## src/rtl/core/rlc_pkg.sv

```systemverilog
// shared types and constants of the per-client rate limiter
package rlc_pkg;

  localparam int FUNC_W   = 2;
  localparam int ID_W     = 32;
  localparam int TIME_W   = 32;
  localparam int WIN_W    = 31;
  localparam int MAXR_W   = 16;
  localparam int CNT_W    = 17;
  localparam int TOTAL_W  = 32;
  localparam int CFG_IDX_W = 1;
  localparam int CFG_DATA_W = 31;

  // s_tdata: client_id, now_ms
  localparam int IN_DATA_W  = 64;
  // m_tdata: 85 bits of fields padded to 88
  localparam int OUT_FIELD_W = 85;
  localparam int OUT_DATA_W  = 88;

  localparam logic [FUNC_W-1:0] FN_REQ    = 2'd0;
  localparam logic [FUNC_W-1:0] FN_FORGET = 2'd1;
  localparam logic [FUNC_W-1:0] FN_CLEAR  = 2'd2;
  localparam logic [FUNC_W-1:0] FN_QUERY  = 2'd3;

  localparam logic [CFG_IDX_W-1:0] REG_WINDOW = 1'd0;
  localparam logic [CFG_IDX_W-1:0] REG_MAXREQ = 1'd1;

  localparam logic [WIN_W-1:0]  WINDOW_RST = 31'd60000;
  localparam logic [MAXR_W-1:0] MAXREQ_RST = 16'd60;

  typedef struct packed {
    logic load;   // capture the accepted transaction
    logic look;   // id compare and free slot search
    logic calc;   // time and count evaluation
    logic upd;    // table write and result load
  } rlc_cmd_t;

  typedef struct packed {
    logic out_stall;  // result register full and not being taken
  } rlc_sts_t;

endpackage

```

## src/rtl/core/rlc_ctrl.sv

```systemverilog
// sequencing controller of the rate limiter
module rlc_ctrl
  import rlc_pkg::*;
(
  input  logic     clk,
  input  logic     rst,
  input  logic     s_tvalid,
  output logic     s_tready,
  input  rlc_sts_t sts,
  output rlc_cmd_t cmd
);

  localparam logic [1:0] S_IDLE = 2'd0;
  localparam logic [1:0] S_LOOK = 2'd1;
  localparam logic [1:0] S_CALC = 2'd2;
  localparam logic [1:0] S_UPD  = 2'd3;

  logic [1:0] state;
  logic [1:0] state_next;

  always_ff @(posedge clk) begin
    if (rst) begin
      state <= S_IDLE;
    end else begin
      state <= state_next;
    end
  end

  always_comb begin
    state_next = state;
    cmd        = '0;
    case (state)
      S_IDLE: begin
        cmd.load = s_tvalid;
        if (s_tvalid) begin
          state_next = S_LOOK;
        end
      end
      S_LOOK: begin
        cmd.look   = 1'b1;
        state_next = S_CALC;
      end
      S_CALC: begin
        cmd.calc   = 1'b1;
        state_next = S_UPD;
      end
      S_UPD: begin
        // hold until the result register can take the new result
        if (!sts.out_stall) begin
          cmd.upd    = 1'b1;
          state_next = S_IDLE;
        end
      end
      default: begin
        state_next = S_IDLE;
      end
    endcase
  end

  assign s_tready = (state == S_IDLE);

endmodule

```

## src/rtl/core/rlc_dp.sv

```systemverilog
// client table, time and count evaluation, counters and result register
module rlc_dp
  import rlc_pkg::*;
#(
  parameter int CLIENTS = 16
) (
  input  logic                   clk,
  input  logic                   rst,
  input  rlc_cmd_t               cmd,
  output rlc_sts_t               sts,
  input  logic                   cfg_wen,
  input  logic [CFG_IDX_W-1:0]   cfg_index,
  input  logic [CFG_DATA_W-1:0]  cfg_wdata,
  input  logic [FUNC_W-1:0]      in_func,
  input  logic [ID_W-1:0]        in_id,
  input  logic [TIME_W-1:0]      in_now,
  output logic                   m_tvalid,
  input  logic                   m_tready,
  output logic [OUT_DATA_W-1:0]  m_tdata
);

  localparam int IW = (CLIENTS > 1) ? $clog2(CLIENTS) : 1;

  // configuration
  logic [WIN_W-1:0]  window_ms;
  logic [MAXR_W-1:0] max_requests;

  // captured transaction
  logic [FUNC_W-1:0] func_q;
  logic [ID_W-1:0]   id_q;
  logic [TIME_W-1:0] now_q;

  // table
  logic [CLIENTS-1:0] entry_valid;
  logic [ID_W-1:0]    entry_id [CLIENTS];
  logic [CNT_W-1:0]   entry_count [CLIENTS];
  logic [TIME_W-1:0]  entry_ws [CLIENTS];
  logic               entry_blocked [CLIENTS];

  // lookup results
  logic          hit_c, free_c;
  logic [IW-1:0] hit_idx_c, free_idx_c;
  logic          hit, free_ok;
  logic [IW-1:0] hit_idx, free_idx;

  // evaluation results
  logic [TIME_W-1:0] diff_c;
  logic [CNT_W-1:0]  cnt_rd;
  logic [CNT_W-1:0]  cnt_inc_c;
  logic [CNT_W-1:0]  cnt_old, cnt_inc;
  logic              blk_old, in_block, win_over, over;

  logic [TOTAL_W-1:0] requests_seen;
  logic [TOTAL_W-1:0] requests_refused;

  // update decisions
  logic              wr_en, wr_new, forget_en, clear_en, refuse;
  logic [IW-1:0]     wr_idx;
  logic [CNT_W-1:0]  wr_cnt;
  logic              wr_blk;
  logic              res_allowed, res_blocked, res_new, res_full;
  logic [CNT_W-1:0]  res_count;

  logic [OUT_FIELD_W-1:0] out_q;
  logic                   out_valid;

  always_ff @(posedge clk) begin
    if (rst) begin
      window_ms    <= WINDOW_RST;
      max_requests <= MAXREQ_RST;
    end else if (cfg_wen) begin
      case (cfg_index)
        REG_WINDOW: window_ms    <= cfg_wdata[WIN_W-1:0];
        REG_MAXREQ: max_requests <= cfg_wdata[MAXR_W-1:0];
        default: ;
      endcase
    end
  end

  always_ff @(posedge clk) begin
    if (cmd.load) begin
      func_q <= in_func;
      id_q   <= in_id;
      now_q  <= in_now;
    end
  end

  // parallel id compare, lowest match and lowest free entry win
  always_comb begin
    hit_c      = 1'b0;
    free_c     = 1'b0;
    hit_idx_c  = '0;
    free_idx_c = '0;
    for (int i = CLIENTS - 1; i >= 0; i--) begin
      if (entry_valid[i] && (entry_id[i] == id_q)) begin
        hit_c     = 1'b1;
        hit_idx_c = IW'(i);
      end
      if (!entry_valid[i]) begin
        free_c     = 1'b1;
        free_idx_c = IW'(i);
      end
    end
  end

  always_ff @(posedge clk) begin
    if (cmd.look) begin
      hit      <= hit_c;
      hit_idx  <= hit_idx_c;
      free_ok  <= free_c;
      free_idx <= free_idx_c;
    end
  end

  assign diff_c    = now_q - entry_ws[hit_idx];
  assign cnt_rd    = entry_count[hit_idx];
  assign cnt_inc_c = (cnt_rd != '1) ? cnt_rd + CNT_W'(1) : cnt_rd;

  always_ff @(posedge clk) begin
    if (cmd.calc) begin
      cnt_old  <= cnt_rd;
      cnt_inc  <= cnt_inc_c;
      blk_old  <= entry_blocked[hit_idx];
      in_block <= entry_blocked[hit_idx] &&
                  ({1'b0, diff_c} < {1'b0, window_ms, 1'b0});
      win_over <= (diff_c >= {1'b0, window_ms});
      over     <= (cnt_inc_c > {1'b0, max_requests});
    end
  end

  always_comb begin
    wr_en       = 1'b0;
    wr_new      = 1'b0;
    wr_idx      = hit_idx;
    wr_cnt      = CNT_W'(1);
    wr_blk      = 1'b0;
    forget_en   = 1'b0;
    clear_en    = 1'b0;
    refuse      = 1'b0;
    res_allowed = 1'b1;
    res_blocked = 1'b0;
    res_new     = 1'b0;
    res_full    = 1'b0;
    res_count   = '0;
    case (func_q)
      FN_REQ: begin
        if (!hit) begin
          if (!free_ok) begin
            res_full = 1'b1;
          end else begin
            wr_en     = 1'b1;
            wr_new    = 1'b1;
            wr_idx    = free_idx;
            res_new   = 1'b1;
            res_count = CNT_W'(1);
          end
        end else if (in_block) begin
          refuse      = 1'b1;
          res_allowed = 1'b0;
          res_count   = cnt_old;
          res_blocked = blk_old;
        end else if (win_over) begin
          // window has run out: fresh window from now
          wr_en     = 1'b1;
          res_count = CNT_W'(1);
        end else begin
          wr_en       = 1'b1;
          wr_cnt      = cnt_inc;
          wr_blk      = blk_old | over;
          refuse      = over;
          res_allowed = !over;
          res_count   = cnt_inc;
          res_blocked = blk_old | over;
        end
      end
      FN_FORGET: begin
        forget_en = hit;
      end
      FN_CLEAR: begin
        clear_en = 1'b1;
      end
      FN_QUERY: begin
        if (hit) begin
          res_count   = cnt_old;
          res_blocked = blk_old;
          res_allowed = !blk_old;
        end
      end
      default: ;
    endcase
  end

  // entry payload, no reset: only read behind a valid bit
  always_ff @(posedge clk) begin
    if (cmd.upd && wr_en) begin
      entry_count[wr_idx]   <= wr_cnt;
      entry_blocked[wr_idx] <= wr_blk;
      if (wr_new || (wr_cnt == CNT_W'(1) && !wr_blk && win_over)) begin
        entry_ws[wr_idx] <= now_q;
      end
      if (wr_new) begin
        entry_id[wr_idx] <= id_q;
      end
    end
  end

  always_ff @(posedge clk) begin
    if (rst) begin
      entry_valid      <= '0;
      requests_seen    <= '0;
      requests_refused <= '0;
    end else if (cmd.upd) begin
      if (clear_en) begin
        entry_valid <= '0;
      end else if (forget_en) begin
        entry_valid[hit_idx] <= 1'b0;
      end else if (wr_new) begin
        entry_valid[free_idx] <= 1'b1;
      end
      if (func_q == FN_REQ) begin
        requests_seen <= requests_seen + TOTAL_W'(1);
      end
      if (refuse) begin
        requests_refused <= requests_refused + TOTAL_W'(1);
      end
    end
  end

  // result register
  always_ff @(posedge clk) begin
    if (rst) begin
      out_valid <= 1'b0;
    end else if (cmd.upd) begin
      out_valid <= 1'b1;
    end else if (m_tready) begin
      out_valid <= 1'b0;
    end
  end

  always_ff @(posedge clk) begin
    if (cmd.upd) begin
      out_q <= {
        (func_q == FN_REQ) ? requests_refused + TOTAL_W'(refuse) : requests_refused,
        (func_q == FN_REQ) ? requests_seen + TOTAL_W'(1) : requests_seen,
        res_full, res_new, res_count, res_blocked, res_allowed
      };
    end
  end

  assign sts.out_stall = out_valid && !m_tready;
  assign m_tvalid      = out_valid;
  assign m_tdata       = {{(OUT_DATA_W - OUT_FIELD_W){1'b0}}, out_q};

  a_clear_empties: assert property (@(posedge clk) disable iff (rst)
    (cmd.upd && func_q == FN_CLEAR) |=> (entry_valid == '0))
    else $error("table not empty after clear");

  a_refused_only_on_request: assert property (@(posedge clk) disable iff (rst)
    !(cmd.upd && func_q == FN_REQ) |=> $stable(requests_refused))
    else $error("refused counter moved outside a request");

  a_refused_has_count: assert property (@(posedge clk) disable iff (rst)
    (cmd.upd && func_q == FN_REQ && !res_allowed) |-> (res_count != '0 && res_blocked))
    else $error("refused request without a blocked, counted client");

endmodule

```

## src/rtl/core/per_client_rate_limiter_core.sv

```systemverilog
// Per-client fixed-window rate limiter: CLIENTS-entry table of numeric ids, each with a
// request count, window start and blocked flag. A transaction goes from acceptance to its
// result through the controller's steps (capture, parallel id compare, time and count
// evaluation, table update); s_tready returns in the cycle the result is loaded, and the
// next transaction is taken while that result still waits on the master side. A result
// that is not taken holds the update step until the register frees. When the table is
// full a new client is allowed, not stored, and table_full is set. The user must write
// window_ms and max_requests only while the block is idle; the block does not enforce it.
module per_client_rate_limiter_core
  import rlc_pkg::*;
#(
  parameter int CLIENTS = 16
) (
  input  logic                  clk,
  input  logic                  rst,
  input  logic                  cfg_wen,
  input  logic [CFG_IDX_W-1:0]  cfg_index,   // 0 window_ms, 1 max_requests
  input  logic [CFG_DATA_W-1:0] cfg_wdata,
  input  logic                  s_tvalid,
  output logic                  s_tready,
  input  logic [IN_DATA_W-1:0]  s_tdata,     // client_id[31:0], now_ms[63:32]
  input  logic [FUNC_W-1:0]     s_tuser,     // func
  output logic                  m_tvalid,
  input  logic                  m_tready,
  output logic [OUT_DATA_W-1:0] m_tdata      // allowed, client_blocked, request_count[18:2],
                                             // new_client, table_full, total_count[52:21],
                                             // refused_count[84:53], zero pad
);

  rlc_cmd_t cmd;
  rlc_sts_t sts;

  rlc_ctrl u_ctrl (
    .clk      (clk),
    .rst      (rst),
    .s_tvalid (s_tvalid),
    .s_tready (s_tready),
    .sts      (sts),
    .cmd      (cmd)
  );

  rlc_dp #(
    .CLIENTS (CLIENTS)
  ) u_dp (
    .clk       (clk),
    .rst       (rst),
    .cmd       (cmd),
    .sts       (sts),
    .cfg_wen   (cfg_wen),
    .cfg_index (cfg_index),
    .cfg_wdata (cfg_wdata),
    .in_func   (s_tuser),
    .in_id     (s_tdata[ID_W-1:0]),
    .in_now    (s_tdata[ID_W+TIME_W-1:ID_W]),
    .m_tvalid  (m_tvalid),
    .m_tready  (m_tready),
    .m_tdata   (m_tdata)
  );

  a_no_overwrite: assert property (@(posedge clk) disable iff (rst)
    cmd.upd |-> !(m_tvalid && !m_tready))
    else $error("result register overwritten before transaction");

endmodule
```

## config.mk

```make
export PLATFORM = sky130hd
export DESIGN_NAME = per_client_rate_limiter_core
export DESIGN_NICKNAME = d
export VERILOG_FILES = /design/src/rtl/core/rlc_pkg.sv /design/src/rtl/core/rlc_ctrl.sv /design/src/rtl/core/rlc_dp.sv /design/src/rtl/core/per_client_rate_limiter_core.sv
export SDC_FILE = /design/constraint.sdc
export NUM_CORES = 2
export LEC_CHECK = 0
export ABC_AREA = 1
export BUFFER_PORTS_ARGS = -buffer_cell sky130_fd_sc_hd__buf_2
export CAP_MARGIN = 20
export CORE_UTILIZATION = 40
export CTS_BUF_LIST = sky130_fd_sc_hd__clkbuf_8 sky130_fd_sc_hd__clkbuf_16
export DETAILED_ROUTE_END_ITERATION = 12
export SYNTH_ARGS = -nofsm -noshare
export SYNTH_HDL_FRONTEND = slang
export SYNTH_SLANG_ARGS = --single-unit
```

## constraint.sdc

```tcl
create_clock -name clk -period 7.4 [get_ports clk]
set_clock_uncertainty 0.15 [all_clocks]
set_input_delay 1.48 -clock clk [delete_from_list [all_inputs] [get_ports clk]]
set_output_delay 1.48 -clock clk [all_outputs]
set_load 0.005 [all_outputs]
```

# Word level (Yosys, flattened, before mapping)
# Memories as Yosys holds them, arrays and structs flattened.
# Index checks and enable logic that the tools add are counted.
# totals
reg_bits,329
latchBits,0
ram_bits,1312
romBits,0
inputBits,103
output_inout_bits,90
elab_cells,220
mem_count,4
# op_classes
add_sub_neg,5
n_mul,0
div_mod_pow,0
magnitude_cmp,7
eq_ne,26
shifts,0
mux,98
n_bitwise,6
reduce_logical,46
# mem_list
name,depth,width,read_ports,rd_clocked_by_memory_dff,write_ports,line_no,text
u_dp.entry_id,16,32,16,0,1,rlc_dp.sv:35,logic [ID_W-1:0] entry_id [CLIENTS];
u_dp.entry_ws,16,32,1,0,1,rlc_dp.sv:37,logic [TIME_W-1:0] entry_ws [CLIENTS];
u_dp.entry_count,16,17,1,0,1,rlc_dp.sv:36,logic [CNT_W-1:0] entry_count [CLIENTS];
u_dp.entry_blocked,16,1,1,0,1,rlc_dp.sv:38,logic entry_blocked [CLIENTS];
# op_table
cell,count
equality test 32 bit,16
2-to-1 mux 17 bit,8
2-to-1 mux 4 bit,19
adder 32 x 1 -> 32 bit (second input constant),2
2-to-1 mux 32 bit,2
2-to-1 mux 16 bit,3
2-to-1 mux 1 bit,46
case mux 17 bit (2 select lines),1
adder 32 x 1 -> 32 bit,1
greater-or-equal comparator 32 x 31 -> 1 bit,1
less-than comparator 32 bit,1
subtractor 32 bit,1
2-to-1 mux 3 bit,8
logical AND 1 bit,23
adder 17 x 1 -> 17 bit (second input constant),1
equality test 17 x 1 -> 1 bit (second input constant),1
greater-than comparator 17 x 16 -> 1 bit,1
inequality test 17 bit (second input constant),1
AND 16 bit,1
inverter 16 bit,1
bitwise OR 16 bit,1
AND reduction 15 bit,1
OR reduction 15 bit,1
2-to-1 mux 2 bit,6
21 further kinds,41

# Depth between registers and ports, before layout
# An unclocked memory read counts as a cell.
# logic_depth
depth_word,18
mapped_depth,36
ltp_nobuf,31

# Modules after synthesis
# A second synthesis with hierarchy kept.
# hier_totals
hier_cells,5355
hier_area_um2,68650.8
# modules_own_cells
mod,n_inst,cells_each,area_each_um2,seq_area_each_um2
rlc_dp,1,5329,68476.9,47936.0
rlc_ctrl,1,26,173.9,40.0

# Worst setup path after synthesis
# OpenSTA, ideal clock, no wires.
# synth_path
kind,register -> register
from,reg u_dp.hit_idx[1]
to,reg u_dp.win_over (data pin)
setup_ns,0.258
t_arrival_ns,5.260
t_required_ns,6.992
path_slack_ns,1.732
path_stages_with_launch,33
path_buffers,5
synth_period_minus_slack_ns,5.668
path_cell_list,edfxtp_1 -> nand2_2 -> clkinv_2 -> buf_6 -> buf_6 -> buf_4 -> clkbuf_1 -> buf_2 -> a22oi_1 -> nand2_1 -> a2111oi_0 -> ha_1 -> nand3_1 -> nand2_1 -> a31oi_1 -> o21ai_1 -> a21boi_0 -> o21ai_1 -> a21boi_0 -> o21ai_1 -> xor2_1 -> ha_1 -> a21oi_1 -> nor2_1 -> a211oi_1 -> o221a_2 -> nand2_1 -> nand2_1 -> nand2_1 -> nand2_1 -> a21oi_1 -> nor2_1 -> nand2_1
# synth_between
elab_chain_cells,3
# synth_lines
element,line_no,text
"start, declared",rlc_dp.sv:44,"logic [IW-1:0] hit_idx, free_idx;"
"start signal, assigned",rlc_dp.sv:109,hit_idx <= hit_idx_c;
memory read (16 x 32 bit),--,
subtractor 32 bit,rlc_dp.sv:115,assign diff_c = now_q - entry_ws[hit_idx];
greater-or-equal comparator 32 x 31 -> 1 bit,rlc_dp.sv:126,"win_over <= (diff_c >= {1'b0, window_ms});"
"end signal, assigned",rlc_dp.sv:126,
"end, declared",rlc_dp.sv:51,"logic blk_old, in_block, win_over, over;"
# No other way between the ends.
# A chain may end at the register's enable or synchronous reset.

# Worst setup path in the final report
# Ends and elaborated chain as after synthesis.

==> impl_metrics.tcl <==
set metrics [dict create \
    p_switching_mw 8.52 \
    drtIter0Drc 5230 \
    grt-ovfl-total 0 \
    status "complete, no violations" \
    cts_setup_buffers 0 \
    worstSetupEndpointType "flip-flop" \
    dp_slack_ns 0.982 \
    drive_above_1_share 0.121 \
    async_flop_share 0 \
    ant_nets 0 \
    grt_pass1_vias 43000 \
    clk_latency_ns 0.83 \
    syn_avg_cell_area_um2 12.8 \
    synthFlopType "edfxtp_1" \
    vdd_drop_max_mv 0.226 \
    dr_total_vias 44700 \
    grt_use_total 0.224 \
    hold_buffers 0 \
    cts_made_buffers 174 \
    p_int_mw 17.7 \
    nNetsFinal 5868 \
    area_delta_synth_final_pct 14.1 \
    hold_depth 2 \
    clock-root-buffer "clkbuf_16" \
    drtPass1Iterations 6 \
    dieWidth_um 417 \
    vias_per_cell 5.52 \
    rsz0062_at_grt "false" \
    grt_max_degree 119 \
    worstPathMaxFanout 90 \
    p_leak_nw 27.5 \
    power_density_nw_per_um2 334 \
    grt_first_pass_wirelength_um 287000 \
    seqPwrFrac 0.425 \
    maxCapViolations 0 \
    tightestPinTransition_ns 1.12 \
    netlist_area_um2 68800 \
    initial_core_util 0.404 \
    portBuffers 189 \
    clk_transition_reported_paths_ns 0.06 \
    synth.distinct_cells 66 \
    max_stage_delay_ns 0.88 \
    io_pins 193 \
    rows 151 \
    synth_edf_count 1511 \
    syn_inst 5368 \
    post_dp_cell_area_um2 72800 \
    fp.dieArea_um2 174000 \
    cp.required_ns 7.81 \
    arrival_ns 6.92 \
    die_h_um 417 \
    power_frac_clock 0.329 \
    final-hold-violation-count 0 \
    final_max_slew_viol_count 0 \
    combinationalPowerShare 0.245 \
    drt_wl_total_um 198000 \
    post_cts_resized 0 \
    power_mw 26.2 \
    path_common_cell "nand2_1" \
    antenna_found_initial 6 \
    core_um2 170000 \
    yosysSeqAreaShare 0.697 \
    numClockSinks 1641 \
    crit_slowest_cell "a2111oi_0" \
    dpl.hpwl_um 118000 \
    setup_slack_ns 0.888 \
    drc_errors 0 \
    critical_path_class "flip-flop to flip-flop" \
    design_area_um2 78600 \
    min_period_ns 6.51 \
    clock.fmax_mhz 154 \
    fin_crit_sh 0.880 \
    ys_ff_latch 1641 \
    power.share.switching 0.325 \
    htree_levels 4 \
    finalSetupViolations 0 \
    gp_congestion 0.907 \
    crit_path_start_kind "flip-flop" \
    hold_path.class "flip-flop to flip-flop" \
    maxSlewHeadroom 0.252 \
    cts_tree "built" \
    wire_per_inst_um 24.5 \
    reg2reg_depth 27 \
    fin_tns_setup_ns 0 \
    clockBufferDepth 3 \
    yosys_warnings 0 \
]
==> layout by cell type, fill, tap and decap left out, types with 10 or more instances in the layout <==
| cell | n |
|---|---|
| inv_6 | 10 |
| xor2_1 | 117 |
| edfxtp_1 | 1511 |
| o22ai_1 | 73 |
| nand3_1 | 90 |
| dfxtp_1 | 130 |
| a22o_1 | 31 |
| inv_2 | 16 |
| xnor2_1 | 143 |
| clkinv_1 | 51 |
| clkinv_2 | 30 |
| nor2_4 | 28 |
| a211oi_1 | 39 |
| nor4_1 | 35 |
| a21boi_0 | 69 |
| inv_1 | 410 |
| buf_2 | 190 |
| clkbuf_16 | 177 |
| nand2_1 | 815 |
| o21ai_0 | 244 |
| or2_2 | 20 |
| ha_1 | 121 |
| buf_4 | 126 |
| nand4_1 | 74 |
| a221oi_1 | 16 |
| o2111ai_1 | 17 |
| nor3_1 | 66 |
| nor2_2 | 29 |
| a2111oi_0 | 29 |
| a22oi_1 | 398 |
| o211ai_1 | 15 |
| nor2_1 | 285 |
| bufinv_16 | 15 |
| a21oi_1 | 239 |
==> worst max-delay path: cells and delay by family, from the launching register on <==
kind / cells / cell delay (ns)
AO/OA/AOI/OAI: 14 / 3.60
XOR/XNOR: 1 / 0.26
buffers and inverters: 2 / 0.28
flip-flops: 1 / 0.54
adder cells (fa/ha/maj): 2 / 0.72
AND/OR/NAND/NOR: 8 / 0.66
==> power by group through the flow <==
stage	registers, mW	clock network, mW	logic, mW
global route	11.2	9.11	7.05
finish	11.2	8.64	6.43
detailed placement	11.4	0	6.36
CTS	11.2	8.77	6.40
floorplan	11.3	0	3.99
global placement	11.3	0	6.26
==> cell type report <==
class                      instances  area, um^2
clock inverter                   142        1190
antenna                            3        7.51
clock buffer                     181        4480
timing repair buffer             321        1990
fill                           15100       91700
inverter                         405        1540
sequential                      1641       48000
tap                             2295        2870
multi-input combinational       3099       18500
==> state kept, by name, indices dropped and copies added, names as in the netlist, 2 cells and up <==
name,count
u_dp.entry_id,512
u_dp.free_idx,4
u_dp.entry_blocked,16
u_dp.out_q,85
u_dp.requests_refused,32
u_dp.func_q,2
u_dp.max_requests,16
u_dp.id_q,32
u_dp.requests_seen,32
u_dp.cnt_inc,17
u_dp.entry_count,272
u_dp.cnt_old,17
u_dp.now_q,32
u_dp.hit_idx,4
u_dp.entry_ws,512
u_dp.entry_valid,16
u_dp.window_ms,31
u_ctrl.state,2
==> cells in the mapped netlist, types with 90 or more instances <==
library cell	number	area, um^2
dfxtp_1	130	2600
inv_1	374	1400
nand3_1	90	450
edfxtp_1	1511	45400
xor2_1	117	1020
o21ai_0	244	1220
a22oi_1	398	2990
clkbuf_1	117	439
xnor2_1	143	1250
a21oi_1	239	1200
ha_1	122	1530
nand2_1	816	3060
nor2_1	331	1240
==> per-stage QoR <==
stage / std cells / util / hold WS [ns]
global placement: 7756 / 0.428 / 0.310
CTS: 8081 / 0.461 / 0.326
finish: 8087 / 0.462 / 0.319
floorplan: 5370 / - / 0.285
global route: 8085 / 0.462 / 0.354
detailed placement: 7758 / 0.428 / 0.318
==> cell families after synthesis <==
| kind of cell | share of synthesized area |
|---|---|
| flip-flops | 0.697 |
| buffers and inverters | 0.0384 |
| adder cells (fa/ha/maj) | 0.0225 |
| AND/OR/NAND/NOR | 0.0928 |
| other | 0.0000545 |
| AO/OA/AOI/OAI | 0.116 |
| XOR/XNOR | 0.0331 |
==> metal layers <==
metal,routed length (um),vias up,GRT usage,share of wire
li1,-,20300,-,-
met1,83300,22000,0.308,0.42
met2,90900,1933,0.353,0.46
met3,16700,358,0.0443,0.084
met4,6990,4,0.0809,0.035
met5,26,-,0,0.00013
==> worst paths after layout <==
path,start,to,slack [ns]
setup / recovery,u_dp.hit_idx[1]$_SDFFCE_PP0N_,u_dp.win_over$_DFFE_PP_,0.89
hold / removal,u_dp.max_requests[11]$_SDFFE_PP0P_,u_dp.max_requests[11]$_SDFFE_PP0P_,0.32
setup reg to reg,u_dp.hit_idx[1]$_SDFFCE_PP0N_,u_dp.win_over$_DFFE_PP_,0.89
hold reg to reg,u_dp.max_requests[11]$_SDFFE_PP0P_,u_dp.max_requests[11]$_SDFFE_PP0P_,0.32
Note: power is estimated with default switching activity, not from simulation.
